==> src/rtl/core/pwsa_pkg.sv <==
package pwsa_pkg;

   localparam int unsigned STORE_DEPTH = 1024;
   localparam int unsigned ADDR_W      = $clog2(STORE_DEPTH);
   localparam int unsigned CNT_W       = $clog2(STORE_DEPTH + 1);
   localparam int unsigned DUR_W       = 31;
   localparam int unsigned SUM_W       = DUR_W + CNT_W;
   localparam int unsigned MS_W        = 10;
   localparam logic [DUR_W-1:0] SILENCE_RESET = DUR_W'(10000);
   localparam logic [MS_W-1:0]  MS_CAP        = MS_W'(999);
   localparam logic [SUM_W-1:0] MS_SAT_US     = SUM_W'(1000000);
   localparam logic [17:0]      MS_RECIP      = 18'd134218;
   localparam logic [31:0]      THIRD_RECIP   = 32'd2863311531;

   typedef struct packed {
      logic             start;
      logic [SUM_W-1:0] dividend;
      logic [SUM_W-1:0] divisor;
   } div_req_type;

   typedef struct packed {
      logic             busy;
      logic             done;
      logic [SUM_W-1:0] quotient;
   } div_rsp_type;

endpackage

==> src/rtl/core/pwsa_divider.sv <==
module pwsa_divider (
   input  logic                  clock,
   input  logic                  reset,
   input  pwsa_pkg::div_req_type div_req,
   output pwsa_pkg::div_rsp_type div_rsp
);

   localparam int unsigned W  = pwsa_pkg::SUM_W;
   localparam int unsigned SW = $clog2(W + 1);

   logic [W-1:0]  quo_ff, quo_in;
   logic [W:0]    rem_ff, rem_in;
   logic [W-1:0]  dvs_ff, dvs_in;
   logic [SW-1:0] step_ff, step_in;
   logic          busy_ff, busy_in;
   logic          done_ff, done_in;
   logic [W:0]    trial;

   always_comb begin
      quo_in  = quo_ff;
      rem_in  = rem_ff;
      dvs_in  = dvs_ff;
      step_in = step_ff;
      busy_in = busy_ff;
      done_in = 1'b0;
      trial   = {rem_ff[W-1:0], quo_ff[W-1]};
      if (div_req.start) begin
         quo_in  = div_req.dividend;
         rem_in  = '0;
         dvs_in  = div_req.divisor;
         step_in = SW'(W);
         busy_in = 1'b1;
      end else if (busy_ff) begin
         if (trial >= {1'b0, dvs_ff}) begin
            rem_in = trial - {1'b0, dvs_ff};
            quo_in = {quo_ff[W-2:0], 1'b1};
         end else begin
            rem_in = trial;
            quo_in = {quo_ff[W-2:0], 1'b0};
         end
         step_in = step_ff - SW'(1);
         if (step_ff == SW'(1)) begin
            busy_in = 1'b0;
            done_in = 1'b1;
         end
      end
   end

   always_ff @(posedge clock) begin
      quo_ff <= quo_in;
      rem_ff <= rem_in;
      dvs_ff <= dvs_in;
      if (reset) begin
         step_ff <= '0;
         busy_ff <= 1'b0;
         done_ff <= 1'b0;
      end else begin
         step_ff <= step_in;
         busy_ff <= busy_in;
         done_ff <= done_in;
      end
   end

   assign div_rsp.busy     = busy_ff;
   assign div_rsp.done     = done_ff;
   assign div_rsp.quotient = quo_ff;

endmodule

==> config.mk <==
export PLATFORM = sky130hd
export DESIGN_NAME = pwsa_divider
export DESIGN_NICKNAME = d
export VERILOG_FILES = /design/src/rtl/core/pwsa_pkg.sv /design/src/rtl/core/pwsa_divider.sv
export SDC_FILE = /design/constraint.sdc
export NUM_CORES = 1
export LEC_CHECK = 0
export BUFFER_PORTS_ARGS = -buffer_cell sky130_fd_sc_hd__clkbuf_2
export CORE_AREA = 5 5 132 134
export CTS_CLUSTER_SIZE = 20
export DETAILED_ROUTE_END_ITERATION = 10
export DIE_AREA = 0 0 137 139
export GPL_TIMING_DRIVEN = 0
export MAX_ROUTING_LAYER = met4
export PLACE_DENSITY_LB_ADDON = 0.1
export SLEW_MARGIN = 25
export SYNTH_ARGS = -nofsm -noshare
export SYNTH_HDL_FRONTEND = slang
export SYNTH_SLANG_ARGS = --single-unit
==> constraint.sdc <==
create_clock -name clock -period 4 [get_ports clock]
set_input_delay 0.4 -clock clock [delete_from_list [all_inputs] [get_ports clock]]
set_output_delay 0.4 -clock clock [all_outputs]
set_load 0.05 [all_outputs]
==> impl_metrics.env, run 1 <==
export IMPL_finalHoldViolCount=0
export IMPL_async_flop_share_pct=0
export IMPL_startpoint_type="flop"
export IMPL_arrival_ns=4.02
export IMPL_io_buffers=129
export IMPL_worstSkewPairLatency_ns=0.43
export IMPL_p_total_mw=4.27
export IMPL_maxSlewViolCount=0
export IMPL_ir_worst_vdd_mv=0.363
export IMPL_antenna_found_initial=0
export IMPL_antenna_left=0
export IMPL_multi_input_area_um2=3970
export IMPL_hp_class="primary input to flop"
export IMPL_cp_slowest_cell="o311ai_1"
export IMPL_ys_top_cells_by_area="edfxtp_1 (32%), dfxtp_1 (13%), ha_1 (6.9%)"
export IMPL_clock_power_share_pct=34.9
export IMPL_power_share_switching_pct=32.8
export IMPL_cts_sinks=134
export IMPL_power_per_cell_area_nw_per_um2=454
export IMPL_rows=47
export IMPL_cts_made_buffers=17
export IMPL_finish_utilization_pct=58.2
export IMPL_drt_iter0_drc=388
export IMPL_ys_ff_latch=134
export IMPL_critPathMaxStageDelay_ns=0.54
export IMPL_layout_nets=1081
export IMPL_diodes=0
export IMPL_path_delay_family="compound AO/OA/AOI/OAI gates"
export IMPL_cts_hold_buf=0
export IMPL_synthAdderAreaFrac_pct=7.20
export IMPL_worst_pin_slew_ns=0.978
export IMPL_power_frac_seq_pct=39.4
export IMPL_die_area_um2=19000
export IMPL_via_count=6535
export IMPL_setup_tns_ns=0
export IMPL_synth_edf_count=84
export IMPL_crit_path_frequent_cell="nand3_1"
export IMPL_power_frac_comb_pct=25.7
export IMPL_netlist_top_cells_count="nand2_1 (103), edfxtp_1 (84), nor2_1 (73)"
export IMPL_hpwl_mm=14.9
export IMPL_crit_required_ns=4.34
export IMPL_path_clk_slew_ns=0.06
export IMPL_criticalPathCategory="flop to flop"
export IMPL_dpl_cell_count=1150
export IMPL_grt_pass1_wl_mm=32.3
export IMPL_min_period_over_period_pct=92.1
export IMPL_syn_area_per_cell_um2=9.89
export IMPL_ys_seq_area_share_pct=44.5
export IMPL_status="complete, no violations"
export IMPL_num_io_pins=131
export IMPL_hp_start="div_req[29]"
export IMPL_synth_cell_type_count=72
export IMPL_grt_pass1_vias=6385
export IMPL_cp_num_buf_inv=2
export IMPL_max_freq_mhz=271
export IMPL_wl_per_cell_um=17.0
export IMPL_max_cap_violations=0
export IMPL_synthFlopType="edfxtp_1"
export IMPL_drive_gt1_share_pct=26.0
export IMPL_vias_per_cell=5.53
export IMPL_place_area_um2=8850
export IMPL_synth_nets=933
export IMPL_fin_area_um2=9410
export IMPL_synth_compound_area_share_pct=17.6
export IMPL_p_int_mw=2.87
export IMPL_critical_path_startpoint="quo_ff[41]"
export IMPL_grt_overflow_total=0
export IMPL_drt_first_pass_iters=5
export IMPL_netlist_area_um2=7930
export IMPL_core_area_um2=16200
export IMPL_drc=0
export IMPL_ys_warn_count=0
export IMPL_die_h_um=139
export IMPL_skew_ns=0.0102
export IMPL_synth_top_family_by_area="compound AO/OA/AOI/OAI gates"
export IMPL_synthToLayoutAreaGrowth_pct=18.7
export IMPL_yosysMostFrequentCell="nand2_1"
export IMPL_cp_cell_sequence="inv_1 -> ha_1 -> inv_1 -> fa_1 -> a211oi_1 -> o21ai_0 -> nand3_1 -> a21oi_1 -> o311ai_1 -> nand3_1 -> a221oi_1 -> nand3_1 -> a41oi_1"
export IMPL_synth_top_area_share_pct=31.8
export IMPL_r2r_start="quo_ff[41]"
export IMPL_fin_cells=1182
export IMPL_yosys_area_top_type="edfxtp_1"
export IMPL_critical_path_peak_fanout=3
export IMPL_synth_area_mux_share_pct=6.22
export IMPL_worstSetupEndpointType="flop"
export IMPL_syn_inst=801
export IMPL_htreeDepth=4
export IMPL_cts_tree="built"
export IMPL_clock_path_buffers=2
export IMPL_initial_core_util_pct=49.0
export IMPL_final_seq_area_um2=3520
export IMPL_grt_usage_pct=21.9
export IMPL_grt_max_degree=44
export IMPL_synth_xor_area_share_pct=3.98
export IMPL_rsz0062_at_grt="no"
export IMPL_routabilityCongestion=0.931
export IMPL_final_setup_viol_count=0
export IMPL_totalWireLength_mm=20.1
export IMPL_cts_root_buf="clkbuf_16"
export IMPL_leakagePower_nw=4.00
export IMPL_die_x_um=137
export IMPL_switchingPower_mw=1.40
export IMPL_slew_headroom_pct=34.8
export IMPL_synth_simple_gate_area_share_pct=15.1
export IMPL_fill_cells=1438
export IMPL_fin_crit_ns=3.68
-- worst reg2reg max path, stage by stage (launching register included) --
cell	delay, ns
edfxtp_1	0.42
inv_1	0.08
ha_1	0.16
inv_1	0.06
fa_1	0.42
a211oi_1	0.32
o21ai_0	0.24
nand3_1	0.22
a21oi_1	0.15
o311ai_1	0.54
nand3_1	0.23
a221oi_1	0.40
nand3_1	0.14
a41oi_1	0.23
-- registers in the layout (all words and copies together), names as in the netlist --
name	flops
busy_ff	1
done_ff	1
quo_ff	42
step_ff	6
dvs_ff	42
rem_ff	42
-- cell families (layout without fill, tap and decap cells) --
kind of cell,after synthesis,after routing
fa+ha+maj,45,45
mux,44,44
compound gates,191,191
buf+inv,90,251
xor+xnor,36,36
simple gates,261,261
flops,134,134
-- metrics by stage --
step           setup WS (ns)  hold WS [ns]
6_report               0.315         0.150
5_1_grt               0.0382         0.133
4_1_cts                0.143         0.134
3_5_place_dp           0.192         0.489
3_3_place_gp           0.164         0.485
2_1_floorplan          0.648         0.464
-- power by group through the flow --
| stage | clock, mW | sequential, mW | combinational (mW) |
|---|---|---|---|
| final | 1.49 | 1.68 | 1.10 |
| after global routing | 1.58 | 1.70 | 1.20 |
| after CTS | 1.52 | 1.68 | 1.10 |
| after detailed placement | 0 | 1.71 | 1.09 |
| after global placement | 0 | 1.71 | 1.08 |
| after floorplan | 0 | 1.85 | 0.668 |
-- worst paths after layout --
| check | cells after the start | slack [ns] | to |
|---|---|---|---|
| max | 13 | 0.32 | rem_ff[40] |
| max reg2reg | 13 | 0.32 | rem_ff[40] |
| min reg2reg | 2 | 0.50 | rem_ff[2] |
| min | 1 | 0.15 | dvs_ff[29] |
-- placed cells by master, fill, tap and decap left out, drive strengths merged, types with 5 or more instances in the layout --
cell | netlist | final
nor2 | 74 | 74
nand2 | 104 | 104
a21o | 18 | 18
a311oi | 32 | 32
xor2 | 18 | 18
a31oi | 5 | 5
ha | 44 | 44
o21ai | 34 | 34
clkinvlp | 0 | 5
nand2b | 7 | 7
dfxtp | 50 | 50
and3 | 7 | 7
buf | 19 | 19
nand3 | 19 | 19
xnor2 | 18 | 18
mux2 | 42 | 42
nand4 | 8 | 8
a211oi | 8 | 8
clkbuf | 19 | 167
o21bai | 5 | 5
inv | 50 | 54
or3 | 8 | 8
edfxtp | 84 | 84
o211ai | 5 | 5
nor2b | 6 | 6
a21oi | 50 | 50
nor3 | 9 | 9
-- per-layer routing --
layer | vias up | GRT usage (%) | part of all wire (%)
li1 | 3225 | - | -
met4 | 0 | 5.78 | 1.3
met1 | 3111 | 29.1 | 47
met3 | 22 | 4.97 | 6.0
met2 | 177 | 33.9 | 46
met5 | - | - | 0
-- what timing repair did --
action	4_1_cts	5_1_grt
buffers inserted	0	0
resized for setup	0	1
endpoints found under the setup margin	0	3
hold endpoints to repair	0	0
-- cell type report --
class | instances | area share (%)
Buffer | 40 | 2.58
Clock buffer | 19 | 4.60
Clock inverter | 13 | 1.33
Inverter | 50 | 2.00
Multi-Input combinational cell | 577 | 42.2
Sequential cell | 134 | 37.5
Tap cell | 220 | 2.93
Timing Repair Buffer | 129 | 6.89
Note: power is estimated with default switching activity, not from simulation.
==> run 2: changes to the inputs <==
--- a/config.mk
+++ b/config.mk
@@ -5,6 +5,7 @@
 export SDC_FILE = /design/constraint.sdc
 export NUM_CORES = 1
 export LEC_CHECK = 0
+export ABC_CLOCK_PERIOD_IN_PS = 4000
 export BUFFER_PORTS_ARGS = -buffer_cell sky130_fd_sc_hd__clkbuf_2
 export CORE_AREA = 5 5 132 134
 export CTS_CLUSTER_SIZE = 20
@@ -13,6 +14,7 @@
 export GPL_TIMING_DRIVEN = 0
 export MAX_ROUTING_LAYER = met4
 export PLACE_DENSITY_LB_ADDON = 0.1
+export SETUP_SLACK_MARGIN = 0.4
 export SLEW_MARGIN = 25
 export SYNTH_ARGS = -nofsm -noshare
 export SYNTH_HDL_FRONTEND = slang
==> impl_metrics.env, run 2 (same netlist as run 1, synthesis figures left out) <==
export IMPL_critical_path_peak_fanout=3
export IMPL_layout_commonest_cell="clkbuf_2"
export IMPL_die_x_um=137
export IMPL_maxSlewViolCount=0
export IMPL_finish_utilization_pct=58.3
export IMPL_p_total_mw=4.27
export IMPL_cp_num_buf_inv=3
export IMPL_timing_rr_end="rem_ff[36]"
export IMPL_max_cap_violations=0
export IMPL_slew_headroom_pct=34.8
export IMPL_setup_ws_ns=0.676
export IMPL_htreeDepth=4
export IMPL_holdWs_ns=0.151
export IMPL_drive_gt1_share_pct=26.3
export IMPL_diodes=0
export IMPL_cts_made_buffers=17
export IMPL_crit_required_ns=4.28
export IMPL_rows=47
export IMPL_cts_hold_buf=0
export IMPL_critPathMaxStageDelay_ns=0.42
export IMPL_grt_usage_pct=21.9
export IMPL_antenna_left=0
export IMPL_cp_cell_sequence="inv_1 -> ha_1 -> inv_1 -> fa_1 -> a211oi_1 -> o21ai_1 -> nand3_1 -> a21oi_1 -> o311ai_2 -> buf_4 -> a31oi_1 -> or3_1 -> nand3_1 -> a311oi_1"
export IMPL_max_freq_mhz=301
export IMPL_power_per_cell_area_nw_per_um2=453
export IMPL_crit_cells=14
export IMPL_rsz0062_at_grt="no"
export IMPL_reg2reg_depth=14
export IMPL_cts_sinks=134
export IMPL_clock_path_buffers=2
export IMPL_die_h_um=139
export IMPL_die_area_um2=19000
export IMPL_arrival_ns=3.60
export IMPL_hpwl_mm=14.9
export IMPL_cp_slowest_cell="edfxtp_1"
export IMPL_finalHoldViolCount=0
export IMPL_setup_tns_ns=0
export IMPL_routabilityCongestion=0.931
export IMPL_path_delay_family="compound AO/OA/AOI/OAI gates"
export IMPL_reg_top3="dvs_ff (42), quo_ff (42), rem_ff (42)"
export IMPL_criticalPathCategory="flop to flop"
export IMPL_layout_nets=1082
export IMPL_drc=0
export IMPL_grt_pass1_wl_mm=32.3
export IMPL_leakagePower_nw=4.01
export IMPL_grt_pass1_vias=6385
export IMPL_vias_per_cell=5.53
export IMPL_drt_iter0_drc=418
export IMPL_hp_class="primary input to flop"
export IMPL_holdPathStages=1
export IMPL_ir_worst_vdd_mv=0.363
export IMPL_synthToLayoutAreaGrowth_pct=19.0
export IMPL_wl_per_cell_um=17.0
export IMPL_drt_first_pass_iters=5
export IMPL_dp_slack_ns=0.192
export IMPL_cts_tree="built"
export IMPL_grt_max_degree=44
export IMPL_worst_pin_slew_ns=0.978
export IMPL_startpoint_type="flop"
export IMPL_antenna_found_initial=0
export IMPL_via_count=6538
export IMPL_worstSkewPairLatency_ns=0.43
export IMPL_skew_ns=0.0101
export IMPL_cts_root_buf="clkbuf_16"
export IMPL_totalWireLength_mm=20.2
export IMPL_endpoint="rem_ff[36]"
export IMPL_initial_core_util_pct=49.0
export IMPL_min_period_over_period_pct=83.1
export IMPL_worstSetupEndpointType="flop"
export IMPL_critical_path_startpoint="quo_ff[41]"
export IMPL_grt_overflow_total=0
export IMPL_final_setup_viol_count=0
export IMPL_path_clk_slew_ns=0.06
export IMPL_io_buffers=129
export IMPL_r2r_start="quo_ff[41]"
export IMPL_status="complete, no violations"
export IMPL_num_io_pins=131
export IMPL_mostFrequentLayoutCells="clkbuf_2 (128), nand2_1 (103), edfxtp_1 (84)"
export IMPL_fin_crit_ns=3.32
export IMPL_core_area_um2=16200
export IMPL_rrSetupSlack_ns=0.68
## run 2: changes by cell type in the layout (fill, tap and decap cells not counted), sizes merged
cell	change
buf	+1
## run 2: worst reg2reg max path: cells and delay by family, from the launching register on
family / cells / cell delay, ns
DFF: 1 / 0.42
AOI/OAI and AO/OA: 6 / 1.21
adders and majority gates: 2 / 0.58
and+or+nand+nor: 3 / 0.64
buffers and inverters: 3 / 0.32
## run 2: routing by layer
metal	GRT usage, %	share of wire, %	up-vias
met3	4.97	6.0	22
li1	-	-	3231
met5	-	0	-
met2	33.9	46	178
met1	29.1	47	3107
met4	5.78	1.3	0
## run 2: metrics by stage
stage | std cells | cell area, um2
after floorplan | 801 | 7930
after global placement | 1150 | 8850
after detailed placement | 1150 | 8850
after CTS | 1182 | 9410
after global routing | 1183 | 9430
final | 1183 | 9430
## run 2: layout make-up
class | instances | area, um2
Buffer | 40 | 243
Clock buffer | 19 | 433
Clock inverter | 13 | 125
Fill cell | 1439 | 6740
Inverter | 50 | 188
Multi-Input combinational cell | 577 | 3990
Sequential cell | 134 | 3520
Tap cell | 220 | 275
Timing Repair Buffer | 130 | 656
## run 2: repair_timing
action,CTS,global route
setup buffers,0,1
setup endpoints to repair,4,3
resized for setup,2,2
gates cloned,0,0
pin swaps,0,1
## run 2: report_power, final
group | total, mW | leakage, nW | internal [mW] | switching [mW]
logic | 1.10 | 2.51 | 0.399 | 0.701
clock network | 1.49 | 0.257 | 0.862 | 0.630
registers | 1.68 | 1.25 | 1.61 | 0.0725
total | 4.27 | 4.01 | 2.87 | 1.40
## run 2: worst min path at each step
stage,start,to,slack (ns)
3_3_place_gp,rem_ff[2],rem_ff[2],0.48
5_1_grt,div_req[6],dvs_ff[6],0.13
2_1_floorplan,rem_ff[21],rem_ff[21],0.46
4_1_cts,div_req[37],dvs_ff[37],0.13
3_5_place_dp,rem_ff[7],rem_ff[8],0.49
6_report,div_req[33],dvs_ff[33],0.15
